File: config.mk
export PLATFORM = sky130hd
export DESIGN_NAME = base64url_length_checked_decoder_flat
export DESIGN_NICKNAME = d
export VERILOG_FILES = /design/src/rtl/b64d_pkg.sv /design/src/rtl/b64d_in_if.sv /design/src/rtl/b64d_out_if.sv /design/src/rtl/base64url_length_checked_decoder.sv /design/src/rtl/b64d_step.sv /design/src/flat_wrapper.sv
export SDC_FILE = /design/constraint.sdc
export NUM_CORES = 1
export LEC_CHECK = 0
export BUFFER_PORTS_ARGS = -buffer_cell sky130_fd_sc_hd__buf_2
export CELL_PAD_IN_SITES_DETAIL_PLACEMENT = 1
export CELL_PAD_IN_SITES_GLOBAL_PLACEMENT = 2
export CORE_ASPECT_RATIO = 1.4
export CORE_MARGIN = 5
export CORE_UTILIZATION = 42
export CTS_BUF_LIST = sky130_fd_sc_hd__clkbuf_8
export DETAILED_ROUTE_END_ITERATION = 10
export PLACE_DENSITY = 0.88
export SYNTH_ARGS = -nofsm -noshare
export SYNTH_HDL_FRONTEND = slang
export SYNTH_HIERARCHICAL = 1
export SYNTH_SLANG_ARGS = --single-unit
File: constraint.sdc
create_clock -name clk -period 7.52 [get_ports clk]
set_input_delay 0 -clock clk [delete_from_list [all_inputs] [get_ports clk]]
set_output_delay 0 -clock clk [all_outputs]
set_load 0.02 [all_outputs]
File: src/rtl/b64d_pkg.sv
`default_nettype none

package b64d_pkg;

  // Byte counter sized for the largest limit
  localparam int unsigned MAX_BYTES = 64;
  typedef logic [6:0] count_t;
  localparam count_t MAX_LIMIT      = count_t'(MAX_BYTES);
  localparam count_t EXPECTED_RESET = 7'd32;

  // Alphabet offsets
  localparam logic [5:0] LOWER_BASE = 6'd26;
  localparam logic [5:0] DIGIT_BASE = 6'd52;
  localparam logic [5:0] DASH_CODE  = 6'd62;
  localparam logic [5:0] USCORE_CODE = 6'd63;

  typedef enum logic [1:0] {
    ST_OK       = 2'd0,
    ST_BAD_CHAR = 2'd1,
    ST_TOO_MANY = 2'd2,
    ST_TOO_FEW  = 2'd3
  } status_t;

  typedef struct packed {
    logic       ok;
    logic [5:0] value;
  } sextet_t;

  // Per-message decoder state
  typedef struct packed {
    logic [11:0] acc;
    logic [3:0]  pend;
    count_t      count;
    status_t     err;
  } msg_state_t;

  localparam msg_state_t MSG_CLEAR = '{acc: 12'd0, pend: 4'd0, count: 7'd0, err: ST_OK};

  typedef struct packed {
    logic [7:0] char_code;
    logic       has_char;
    logic       end_of_message;
  } in_item_t;

  typedef struct packed {
    logic [7:0] data_byte;
    logic       byte_valid;
    logic       message_done;
    status_t    status;
  } out_item_t;

  // base64url character to 6-bit value
  function automatic sextet_t sextet_of(input logic [7:0] ch);
    sextet_t s;
    s.ok    = 1'b1;
    s.value = 6'd0;
    if (ch inside {[8'h41:8'h5A]}) begin
      s.value = 6'(ch - 8'h41);
    end else if (ch inside {[8'h61:8'h7A]}) begin
      s.value = 6'(ch - 8'h61) + LOWER_BASE;
    end else if (ch inside {[8'h30:8'h39]}) begin
      s.value = 6'(ch - 8'h30) + DIGIT_BASE;
    end else if (ch == 8'h2D) begin
      s.value = DASH_CODE;
    end else if (ch == 8'h5F) begin
      s.value = USCORE_CODE;
    end else begin
      s.ok = 1'b0;
    end
    return s;
  endfunction

endpackage

`default_nettype wire

File: src/rtl/b64d_in_if.sv
`default_nettype none

interface b64d_in_if;
  logic       valid;
  logic       ready;
  logic [7:0] char_code;
  logic       has_char;
  logic       end_of_message;

  modport source (output valid, output char_code, output has_char, output end_of_message,
                  input ready);
  modport sink (input valid, input char_code, input has_char, input end_of_message,
                output ready);
endinterface

`default_nettype wire

File: src/rtl/b64d_out_if.sv
`default_nettype none

interface b64d_out_if;
  logic       valid;
  logic       ready;
  logic [7:0] data_byte;
  logic       byte_valid;
  logic       message_done;
  logic [1:0] status;

  modport source (output valid, output data_byte, output byte_valid, output message_done,
                  output status, input ready);
  modport sink (input valid, input data_byte, input byte_valid, input message_done,
                input status, output ready);
endinterface

`default_nettype wire

File: src/rtl/base64url_length_checked_decoder.sv
// base64url decoder (unpadded) with exact length check.
// char_in: one character per transfer (char_code, has_char, end_of_message).
// byte_out: at most one result per character: a decoded byte, the final
//   status on the end_of_message item, or both together.
// cfg_write/cfg_data set expected_bytes (saturated to 64); write it only
//   while no message is in flight.
// Path: a character taken goes into the input register, then through one
//   step of decode logic into the output register.
// Throughput: one character per cycle unless a result is held off; the
//   message state register, updated once per character, feeds straight back.
// Characters that yield no result leave the output register untouched.
// Reset: expected_bytes returns to 32, message state clears, both
//   registers empty.
// Stall: while byte_out is held off, the output register keeps its result
//   and one more character waits in the input register; then char_in.ready
//   drops. Characters that make no result still pass during a stall.
`default_nettype none

module base64url_length_checked_decoder (
  input  logic                clk,
  input  logic                rst,
  input  logic                cfg_write,
  input  b64d_pkg::count_t    cfg_data,
  b64d_in_if.sink             char_in,
  b64d_out_if.source          byte_out
);
  import b64d_pkg::*;

  count_t     expected_bytes;
  count_t     limit;
  logic       in_valid;
  in_item_t   in_item;
  msg_state_t msg;
  msg_state_t msg_next;
  out_item_t  res;
  logic       produce;
  logic       in_advance;
  logic       out_valid;
  out_item_t  out_item;

  assign limit = (expected_bytes > MAX_LIMIT) ? MAX_LIMIT : expected_bytes;

  b64d_step u_step (
    .st      (msg),
    .item    (in_item),
    .limit   (limit),
    .st_next (msg_next),
    .res     (res),
    .produce (produce)
  );

  // Input register moves on unless its result is blocked
  assign in_advance   = in_valid && (!produce || !out_valid || byte_out.ready);
  assign char_in.ready = !in_valid || in_advance;

  // Control state
  always_ff @(posedge clk) begin
    if (rst) begin
      expected_bytes <= EXPECTED_RESET;
      in_valid       <= 1'b0;
      out_valid      <= 1'b0;
      msg            <= MSG_CLEAR;
    end else begin
      if (cfg_write) begin
        expected_bytes <= cfg_data;
      end
      if (char_in.ready) begin
        in_valid <= char_in.valid;
      end
      if (in_advance) begin
        msg <= msg_next;
      end
      if (in_advance && produce) begin
        out_valid <= 1'b1;
      end else if (out_valid && byte_out.ready) begin
        out_valid <= 1'b0;
      end
    end
  end

  // Payload registers
  always_ff @(posedge clk) begin
    if (char_in.valid && char_in.ready) begin
      in_item.char_code      <= char_in.char_code;
      in_item.has_char       <= char_in.has_char;
      in_item.end_of_message <= char_in.end_of_message;
    end
    if (in_advance && produce) begin
      out_item <= res;
    end
  end

  assign byte_out.valid        = out_valid;
  assign byte_out.data_byte    = out_item.data_byte;
  assign byte_out.byte_valid   = out_item.byte_valid;
  assign byte_out.message_done = out_item.message_done;
  assign byte_out.status       = out_item.status;

endmodule

`default_nettype wire

File: src/rtl/b64d_step.sv
`default_nettype none

module b64d_step (
  input  b64d_pkg::msg_state_t st,
  input  b64d_pkg::in_item_t   item,
  input  b64d_pkg::count_t     limit,
  output b64d_pkg::msg_state_t st_next,
  output b64d_pkg::out_item_t  res,
  output logic                 produce
);
  import b64d_pkg::*;

  sextet_t     sx;
  logic [11:0] acc_shift;
  logic [3:0]  pend_sum;
  logic [3:0]  pend_left;
  logic        emit;
  logic [7:0]  byte_val;
  status_t     status;
  msg_state_t  st_upd;

  // One character: decode, accumulate, emit a byte once eight bits are held
  always_comb begin
    sx        = sextet_of(item.char_code);
    acc_shift = {st.acc[5:0], sx.value};
    pend_sum  = st.pend + 4'd6;
    pend_left = pend_sum - 4'd8;
    st_upd    = st;
    emit      = 1'b0;
    byte_val  = 8'd0;
    if (item.has_char && st.err == ST_OK) begin
      if (!sx.ok) begin
        st_upd.err = ST_BAD_CHAR;
      end else begin
        st_upd.acc = acc_shift;
        if (pend_sum >= 4'd8) begin
          st_upd.pend = pend_left;
          if (st.count >= limit) begin
            st_upd.err = ST_TOO_MANY;
          end else begin
            emit         = 1'b1;
            byte_val     = 8'(acc_shift >> pend_left);
            st_upd.count = st.count + 7'd1;
          end
        end else begin
          st_upd.pend = pend_sum;
        end
      end
    end
  end

  // Final status and message clear
  always_comb begin
    status = st_upd.err;
    if (item.end_of_message && status == ST_OK && st_upd.count != limit) begin
      status = ST_TOO_FEW;
    end
    res.data_byte    = byte_val;
    res.byte_valid   = emit;
    res.message_done = item.end_of_message;
    res.status       = status;
    produce          = emit || item.end_of_message;
    st_next          = item.end_of_message ? MSG_CLEAR : st_upd;
  end

endmodule

`default_nettype wire

File: src/flat_wrapper.sv
// flat-port wrapper written by rule: the top's interface ports become plain ports
module base64url_length_checked_decoder_flat import b64d_pkg::*;
  (clk, rst, cfg_write, cfg_data, char_in_valid, char_in_char_code, char_in_has_char, char_in_end_of_message, char_in_ready, byte_out_valid, byte_out_data_byte, byte_out_byte_valid, byte_out_message_done, byte_out_status, byte_out_ready);
  b64d_in_if char_in_i ();
  b64d_out_if byte_out_i ();
  input  logic clk;
  input  logic rst;
  input  logic cfg_write;
  input  b64d_pkg::count_t cfg_data;
  input wire logic [$bits(char_in_i.valid)-1:0] char_in_valid;
  input wire logic [$bits(char_in_i.char_code)-1:0] char_in_char_code;
  input wire logic [$bits(char_in_i.has_char)-1:0] char_in_has_char;
  input wire logic [$bits(char_in_i.end_of_message)-1:0] char_in_end_of_message;
  output wire logic [$bits(char_in_i.ready)-1:0] char_in_ready;
  output wire logic [$bits(byte_out_i.valid)-1:0] byte_out_valid;
  output wire logic [$bits(byte_out_i.data_byte)-1:0] byte_out_data_byte;
  output wire logic [$bits(byte_out_i.byte_valid)-1:0] byte_out_byte_valid;
  output wire logic [$bits(byte_out_i.message_done)-1:0] byte_out_message_done;
  output wire logic [$bits(byte_out_i.status)-1:0] byte_out_status;
  input wire logic [$bits(byte_out_i.ready)-1:0] byte_out_ready;
  assign char_in_i.valid = char_in_valid;
  assign char_in_i.char_code = char_in_char_code;
  assign char_in_i.has_char = char_in_has_char;
  assign char_in_i.end_of_message = char_in_end_of_message;
  assign char_in_ready = char_in_i.ready;
  assign byte_out_valid = byte_out_i.valid;
  assign byte_out_data_byte = byte_out_i.data_byte;
  assign byte_out_byte_valid = byte_out_i.byte_valid;
  assign byte_out_message_done = byte_out_i.message_done;
  assign byte_out_status = byte_out_i.status;
  assign byte_out_i.ready = byte_out_ready;
  base64url_length_checked_decoder u_core (.clk(clk), .rst(rst), .cfg_write(cfg_write), .cfg_data(cfg_data), .char_in(char_in_i), .byte_out(byte_out_i));
endmodule
==> results.sh, run 1 <==
export IMPL_firstDrtPassIters=4
export IMPL_tns_ns=0
export IMPL_core_um2=8980
export IMPL_synth_area_um2=3830
export IMPL_drive_above_1_share_pct=14.7
export IMPL_grt_setup_unrepaired="no"
export IMPL_maxCapViolations=0
export IMPL_switching_power_uw=163
export IMPL_start_util_pct=42.7
export IMPL_vdd_ir_drop_max_v=0.0000747
export IMPL_globalplace_congestion=0.872
export IMPL_ios=36
export IMPL_power_density_nw_per_um2=137
export IMPL_post_cts_buffers=0
export IMPL_dieArea_um2=11200
export IMPL_hold_start="byte_out_ready"
export IMPL_crit_buf_inv=2
export IMPL_cts_buffers=5
export IMPL_final_net_count=503
export IMPL_crit_chain="inv_1 > ha_1 > a21o_1 > nand2_1 > o311a_1 > o211ai_1 > or2_2 > nand2b_1 > a21boi_2 > buf_4 > and2_1"
export IMPL_grt_max_degree=48
export IMPL_syn_inst=433
export IMPL_max_freq_mhz=244
export IMPL_clkLatencyLatePin_ns=0.32
export IMPL_antenna_left=0
export IMPL_drtIter0Drc=119
export IMPL_holdPathStages=4
export IMPL_synth_nets=473
export IMPL_worstReg2RegStart="u_core/in_item[4]$_DFFE_PP_"
export IMPL_finalSetupViolCount=0
export IMPL_cp_max_fo=20
export IMPL_diodes=0
export IMPL_dpl_hpwl_mm=7.88
export IMPL_cts_resized_gates=0
export IMPL_min_to="u_core/in_valid$_SDFFE_PP0P_"
export IMPL_power_leakage_nw=1.63
export IMPL_hold_viol=0
export IMPL_overflow=0
export IMPL_final_common_cell="nand2b_1"
export IMPL_max_stage_delay_ns=0.58
export IMPL_fill_cells=1079
export IMPL_status="complete, no violations"
export IMPL_rrSetupSlack_ns=3.42
export IMPL_finalCritPeriodShare_pct=54.5
export IMPL_die_w_um=90.7
export IMPL_holdWs_ns=0.0500
export IMPL_ff2ff_path_depth=11
export IMPL_dp_cells=545
export IMPL_fin_skew_ns=0.0128
export IMPL_worstSetupPathType="reg -> reg"
export IMPL_postCtsHoldBufs=18
export IMPL_min_period_ns=4.10
export IMPL_power_share_sequential_pct=51.7
export IMPL_grt_pass1_wl_mm=16.8
export IMPL_grt_usage_pct=18.8
export IMPL_cts_sinks=50
export IMPL_post_layout_nonfiller_instances=571
export IMPL_die_y_um=123
export IMPL_io_buffers=35
export IMPL_first_global_vias=3485
export IMPL_syn_avg_cell_area_um2=8.85
export IMPL_worstMarginPinSlew_ns=1.02
export IMPL_drc=0
export IMPL_num_vias=3327
export IMPL_hold_class="in -> reg"
export IMPL_crit_family="compound AO/OA/AOI/OAI gates"
export IMPL_clockRootBuffer="clkbuf_8"
export IMPL_wl_mm=10.3
export IMPL_rows=41
export IMPL_path_clk_slew_ns=0.09
export IMPL_wl_per_cell_um=18.0
export IMPL_worst_path_max_delay_cell="edfxtp_1"
export IMPL_ctsHtreeMaxLevel=2
export IMPL_area_growth_pct=11.2
export IMPL_synth_warnings=6
export IMPL_arrival_ns=4.06
export IMPL_p_sw_share_pct=27.9
export IMPL_slew_headroom_pct=31.7
export IMPL_clockBufferDepth=2
export IMPL_p_comb_share_pct=17.6
export IMPL_cts_tree="yes"
export IMPL_r2r_end="u_core/byte_out.status[1]$_DFFE_PP_"
export IMPL_p_int_uw=421
export IMPL_final_cell_mix="nand2b_1 (42), buf_2 (35), mux2i_1 (34), nor2_1 (34), dfxtp_1 (28)"
export IMPL_required_ns=7.48
export IMPL_antenna_found_initial=0
export IMPL_vias_per_cell=5.83
export IMPL_startpoint_type="flip-flop"
export IMPL_maxSlewViolCount=0
export IMPL_clkPwrFrac_pct=30.7
export IMPL_endpoint_kind="flip-flop"
## worst reg2reg max path, cell delays in order (launching register included)
cell and delay, ns:
edfxtp_1 0.58, inv_1 0.21, ha_1 0.24, a21o_1 0.19
nand2_1 0.07, o311a_1 0.49, o211ai_1 0.41, or2_2 0.32
nand2b_1 0.20, a21boi_2 0.17, buf_4 0.33, and2_1 0.54
## stage by stage
| stage | util, % | total power [mW] | setup slack, ns | instance area (um^2) |
|---|---|---|---|---|
| 2_1_floorplan | - | 0.379 | 4.04 | 3830 |
| 5_1_grt | 47.4 | 0.609 | 3.09 | 4260 |
| 6_report | 47.4 | 0.583 | 3.42 | 4260 |
| 4_1_cts | 47.4 | 0.591 | 3.41 | 4260 |
| 3_3_place_gp | 44.3 | 0.400 | 3.61 | 3970 |
| 3_5_place_dp | 44.3 | 0.402 | 3.42 | 3970 |
## layout make-up
class / count / area (um^2) / share of cell area (%)
Multi-Input combinational cell: 330 / 2350 / 55.2
Sequential cell: 50 / 1220 / 28.7
Timing Repair Buffer: 54 / 363 / 8.52
Tap cell: 107 / 134 / 3.14
Clock buffer: 7 / 96.3 / 2.26
Inverter: 22 / 82.6 / 1.94
Clock inverter: 1 / 8.76 / 0.206
## flip-flops by register name, indices dropped and copies added, names as in the netlist, 2 cells and up
signal / count
u_core/in_item: 10
u_core/byte_out.data_byte: 8
u_core/expected_bytes: 7
u_core/msg: 19
u_core/byte_out.status: 2
## worst max-delay path by stage
stage,startpoint,endpoint,slack [ns],depth (start not counted)
finish,u_core/in_item[4]$_DFFE_PP_,u_core/byte_out.status[1]$_DFFE_PP_,3.42,11
global route,u_core/in_item[4]$_DFFE_PP_,u_core/byte_out.status[1]$_DFFE_PP_,3.09,11
CTS,u_core/in_item[4]$_DFFE_PP_,u_core/byte_out.status[1]$_DFFE_PP_,3.41,11
detailed placement,u_core/in_item[4]$_DFFE_PP_,u_core/byte_out.data_byte[1]$_DFFE_PP_,3.42,11
global placement,u_core/in_item[4]$_DFFE_PP_,u_core/byte_out.data_byte[5]$_DFFE_PP_,3.61,11
floorplan,u_core/in_item[4]$_DFFE_PP_,u_core/byte_out.byte_valid$_DFFE_PP_,4.04,15
## power by group through the flow
stage	Combinational [mW]	Clock (mW)	Sequential, mW
floorplan	0.0769	0	0.303
global placement	0.0920	0	0.308
CTS	0.102	0.187	0.302
finish	0.102	0.179	0.302
global route	0.112	0.194	0.303
detailed placement	0.0943	0	0.308
## routing by layer
| layer | vias up | track usage (%) | wire length, um |
|---|---|---|---|
| li1 | 1604 | - | - |
| met1 | 1627 | 18.4 | 3930 |
| met2 | 63 | 37.5 | 5660 |
| met3 | 33 | 2.31 | 240 |
| met4 | 0 | 10.6 | 464 |
| met5 | - | 0 | 0 |
No activity file was read; power rests on OpenSTA's default activity.
==> run 2, diff against run 1 <==
ABC_AREA = 1   (was not set)
CORE_UTILIZATION = 31   (was 42)
PLACE_DENSITY = 0.77   (was 0.88)
clock period = 3.69 ns   (was 7.52 ns; I/O delays follow)
==> results.sh, run 2 <==
export IMPL_clockBufferDepth=2
export IMPL_die_y_um=142
export IMPL_power_share_sequential_pct=48.1
export IMPL_max_freq_mhz=309
export IMPL_switching_power_uw=478
export IMPL_p_sw_share_pct=35.3
export IMPL_rows=48
export IMPL_tns_ns=0
export IMPL_cts_sinks=50
export IMPL_power_leakage_nw=2.07
export IMPL_post_cts_buffers=0
export IMPL_grt_pass1_wl_mm=19.0
export IMPL_p_comb_share_pct=27.4
export IMPL_min_period_ns=3.24
export IMPL_final_common_cell="nand2_1"
export IMPL_slew_headroom_pct=39.7
export IMPL_antenna_left=0
export IMPL_dieArea_um2=14800
export IMPL_synth_warnings=6
export IMPL_endpoint_kind="flip-flop"
export IMPL_ctsHtreeMaxLevel=2
export IMPL_drc=0
export IMPL_grt_usage_pct=15.7
export IMPL_clkLatencyLatePin_ns=0.32
export IMPL_first_global_vias=3916
export IMPL_cts_resized_gates=0
export IMPL_largest_register_ffs=19
export IMPL_grt_max_degree=29
export IMPL_area_growth_pct=13.2
export IMPL_overflow=0
export IMPL_status="complete, no violations"
export IMPL_vias_per_cell=4.89
export IMPL_cp_max_fo=10
export IMPL_final_cell_mix="nand2_1 (122), inv_1 (88), nor2_1 (72)"
export IMPL_hold_viol=0
export IMPL_power_density_nw_per_um2=310
export IMPL_worstSetupPathType="reg -> reg"
export IMPL_die_w_um=104
export IMPL_antenna_found_initial=0
export IMPL_worstMarginPinSlew_ns=0.903
export IMPL_clockRootBuffer="clkbuf_8"
export IMPL_path_clk_slew_ns=0.09
export IMPL_hold_class="in -> reg"
export IMPL_globalplace_congestion=0.861
export IMPL_finalCritPeriodShare_pct=87.8
export IMPL_clkPwrFrac_pct=24.5
export IMPL_finalWorstSetupSlack_ns=0.450
export IMPL_ios=36
export IMPL_required_ns=3.96
export IMPL_drive_above_1_share_pct=11.3
export IMPL_final_net_count=652
export IMPL_synth_nets=617
export IMPL_fin_skew_ns=0.00721
export IMPL_startpoint_type="flip-flop"
export IMPL_fill_cells=1614
export IMPL_final_util_pct=35.7
export IMPL_p_total_mw=1.36
export IMPL_io_buffers=35
export IMPL_cts_tree="yes"
export IMPL_cts_buffers=5
export IMPL_grt_setup_unrepaired="no"
export IMPL_firstDrtPassIters=4
export IMPL_place_ws_ns=0.497
export IMPL_maxSlewViolCount=0
export IMPL_synth_area_um2=3860
export IMPL_postCtsHoldBufs=23
export IMPL_wl_per_cell_um=14.8
export IMPL_start_util_pct=31.5
export IMPL_diodes=0
export IMPL_num_vias=3731
export IMPL_drtIter0Drc=126
export IMPL_vdd_ir_drop_max_v=0.000138
export IMPL_maxCapViolations=0
export IMPL_dpl_hpwl_mm=8.55
export IMPL_p_int_uw=877
export IMPL_syn_avg_cell_area_um2=6.69
export IMPL_wl_mm=11.3
export IMPL_finalSetupViolCount=0
export IMPL_regMostFlops="u_core/msg"
export IMPL_arrival_ns=3.51
export IMPL_core_um2=12300
export IMPL_syn_inst=577
## run 2: cell types whose count changed in the layout (fill, tap and decap cells not counted), sizes merged, moves of 11 or more
cell and delta:
nand2 +100, nor2 +40, mux2i -34, o21ai +28
nand3 +48, nand2b -42, a21oi +18, a211oi -11
nor2b -16, inv +75
## run 2: path summary, 6_finish.rpt
kind / start / to / slack (ns) / cells past startpoint
worst min register to register: u_core/expected_bytes[2]$_SDFFE_PP0P_ / u_core/expected_bytes[2]$_SDFFE_PP0P_ / 0.46 / 2
worst min-delay path: cfg_write / u_core/expected_bytes[2]$_SDFFE_PP0P_ / 0.10 / 3
worst max register to register: u_core/expected_bytes[6]$_SDFFE_PP0P_ / u_core/in_valid$_SDFFE_PP0P_ / 0.45 / 13
worst max-delay path: u_core/expected_bytes[6]$_SDFFE_PP0P_ / u_core/in_valid$_SDFFE_PP0P_ / 0.45 / 13
## run 2: layer usage
metal | part of all wire [%] | global-route usage [%]
met1 | 41 | 16.6
met2 | 55 | 31.5
met3 | 1.9 | 1.95
met4 | 1.8 | 4.77
met5 | 0 | 0
## run 2: critical path, cell delays in order, from the launching register on
cell and delay, ns:
dfxtp_1 0.41, nor2_1 0.23, inv_1 0.09, ha_1 0.34, a21oi_1 0.16, nand2_1 0.08
nand2_1 0.07, nand3_1 0.16, nor2_2 0.28, nand3_4 0.21, nand2_1 0.20, nand4_1 0.23
a21oi_1 0.18, dlygate4sd3_1 0.54
## run 2: stage by stage
stage                     hold slack (ns)  instance area, um^2  cells
final                               0.104                 4370    763
after global routing                0.136                 4370    763
after CTS                           0.107                 4370    763
after detailed placement            0.180                 4050    732
after global placement              0.177                 4050    732
after floorplan                    0.0691                 3860    577
## run 2: power by group through the flow
| stage | logic (mW) | registers, mW | clock network (mW) |
|---|---|---|---|
| final | 0.372 | 0.652 | 0.332 |
| after global routing | 0.425 | 0.658 | 0.372 |
| after CTS | 0.376 | 0.653 | 0.353 |
| after detailed placement | 0.354 | 0.665 | 0 |
| after global placement | 0.345 | 0.665 | 0 |
| after floorplan | 0.280 | 0.646 | 0 |
## run 2: cell type report
| type | instances | area, um^2 | area share, % |
|---|---|---|---|
| flip-flops and latches | 50 | 1220 | 28.0 |
| clock buffers | 5 | 68.8 | 1.58 |
| repair buffers | 60 | 420 | 9.62 |
| clock inverters | 3 | 18.8 | 0.430 |
| multi-input cells | 400 | 2090 | 47.8 |
| inverters | 95 | 362 | 8.28 |
| well taps | 150 | 188 | 4.30 |
==> run 3, diff against run 2 <==
PLACE_DENSITY = 0.89   (was 0.77)
==> results.sh, run 3 (same netlist as run 2, synthesis figures left out) <==
export IMPL_hold_start="cfg_write"
export IMPL_antenna_found_initial=0
export IMPL_grt_setup_unrepaired="no"
export IMPL_rows=48
export IMPL_die_y_um=142
export IMPL_die_w_um=104
export IMPL_area_growth_pct=13.3
export IMPL_required_ns=3.95
export IMPL_crit_path_frequent_cell="nand2_1"
export IMPL_dpl_hpwl_mm=8.94
export IMPL_crit_buf_inv=2
export IMPL_dieArea_um2=14800
export IMPL_core_um2=12300
export IMPL_clkLatencyLatePin_ns=0.32
export IMPL_vias_per_cell=5.09
export IMPL_power_density_nw_per_um2=312
export IMPL_hold_viol=0
export IMPL_clockRootBuffer="clkbuf_8"
export IMPL_postCtsHoldBufs=23
export IMPL_worst_path_max_delay_cell="dlygate4sd3_1"
export IMPL_post_layout_nonfiller_instances=763
export IMPL_first_global_vias=4046
export IMPL_finalSetupViolCount=0
export IMPL_max_stage_delay_ns=0.56
export IMPL_wl_per_cell_um=15.1
export IMPL_globalplace_congestion=0.904
export IMPL_maxSlewViolCount=0
export IMPL_cts_sinks=50
export IMPL_drtIter0Drc=140
export IMPL_fin_skew_ns=0.00705
export IMPL_path_clk_slew_ns=0.10
export IMPL_io_buffers=35
export IMPL_grt_max_degree=39
export IMPL_worstMarginPinSlew_ns=0.882
export IMPL_min_period_ns=3.15
export IMPL_power_leakage_nw=2.08
export IMPL_cp_startpoint="u_core/expected_bytes[6]$_SDFFE_PP0P_"
export IMPL_status="complete, no violations"
export IMPL_clockBufferDepth=2
export IMPL_worstSetupPathType="reg -> reg"
export IMPL_ctsHtreeMaxLevel=2
export IMPL_max_freq_mhz=318
export IMPL_vdd_ir_drop_max_v=0.000140
export IMPL_largest_register_ffs=19
export IMPL_crit_chain="nor2_1 > inv_1 > ha_1 > a21oi_1 > nand2_1 > nand2_1 > nand3_1 > nor2_2 > nand3_4 > nand2_1 > nand4_1 > a21oi_1 > dlygate4sd3_1"
export IMPL_diodes=0
export IMPL_firstDrtPassIters=4
export IMPL_hold_class="in -> reg"
export IMPL_drive_above_1_share_pct=11.4
export IMPL_wl_mm=11.6
export IMPL_grt_usage_pct=16.0
export IMPL_cts_resized_gates=0
export IMPL_worstReg2RegStart="u_core/expected_bytes[6]$_SDFFE_PP0P_"
export IMPL_maxCapViolations=0
export IMPL_grt_pass1_wl_mm=19.6
export IMPL_final_net_count=652
export IMPL_final_common_cell="nand2_1"
export IMPL_final_cell_mix="nand2_1 (122), inv_1 (87), nor2_1 (72)"
export IMPL_tns_ns=0
export IMPL_regMostFlops="u_core/msg"
export IMPL_finalCritPeriodShare_pct=85.3
export IMPL_ios=36
export IMPL_arrival_ns=3.41
export IMPL_cts_tree="yes"
export IMPL_drc=0
export IMPL_start_util_pct=31.5
export IMPL_num_vias=3883
export IMPL_antenna_left=0
export IMPL_slew_headroom_pct=41.1
export IMPL_dp_cells=732
export IMPL_post_cts_buffers=0
export IMPL_overflow=0
export IMPL_cts_buffers=5
export IMPL_crit_family="simple AND/OR/NAND/NOR gates"
export IMPL_endpoint_kind="flip-flop"
export IMPL_cp_max_fo=10
export IMPL_startpoint_type="flip-flop"
run 3: changes by cell type in the layout (fill, tap and decap cells not counted):
cell,delta
clkinv_2,+1
clkinv_4,+1
clkinvlp_4,-1
inv_1,-1
run 3: metrics by stage:
stage	hold slack [ns]	util [%]	setup WS [ns]	power, mW	instance area, um^2
2_1_floorplan	0.0691	-	0.973	0.925	3860
3_3_place_gp	0.178	33.1	0.630	1.01	4050
3_5_place_dp	0.179	33.1	0.568	1.02	4050
4_1_cts	0.110	35.7	0.528	1.39	4370
5_1_grt	0.144	35.7	0.250	1.47	4370
6_report	0.114	35.7	0.541	1.37	4370
run 3: path summary, 6_finish.rpt:
path / slack (ns) / end / cells after the start
min: 0.11 / u_core/expected_bytes[1]$_SDFFE_PP0P_ / 3
min reg2reg: 0.47 / u_core/expected_bytes[3]$_SDFFE_PP0P_ / 2
max reg2reg: 0.54 / u_core/in_valid$_SDFFE_PP0P_ / 13
max: 0.54 / u_core/in_valid$_SDFFE_PP0P_ / 13
run 3: cell type report:
cell class	instances	area, um^2
Clock buffer	5	68.8
Fill cell	1595	7880
Clock inverter	3	21.3
Multi-Input combinational cell	400	2090
Tap cell	150	188
Timing Repair Buffer	60	420
Sequential cell	50	1220
Inverter	95	362
run 3: power by group:
part | leakage (nW) | internal [mW] | switching [mW] | total (mW)
clock | 0.0441 | 0.134 | 0.208 | 0.342
sequential | 0.452 | 0.610 | 0.0426 | 0.652
combinational | 1.58 | 0.136 | 0.235 | 0.372
total | 2.08 | 0.880 | 0.486 | 1.37
run 3: routing by layer:
layer	vias to the layer above	track usage [%]	routed length (um)	part of all wire (%)
li1	1916	-	-	-
met1	1885	16.4	4370	38
met2	61	32.4	6620	57
met3	21	1.95	290	2.5
met4	0	5.66	278	2.4
met5	-	0	0	0
run 3: tightest hold or removal path, cell delays in order:
cell     delay [ns]
buf_2          0.11
inv_1          0.14
a21oi_1        0.15
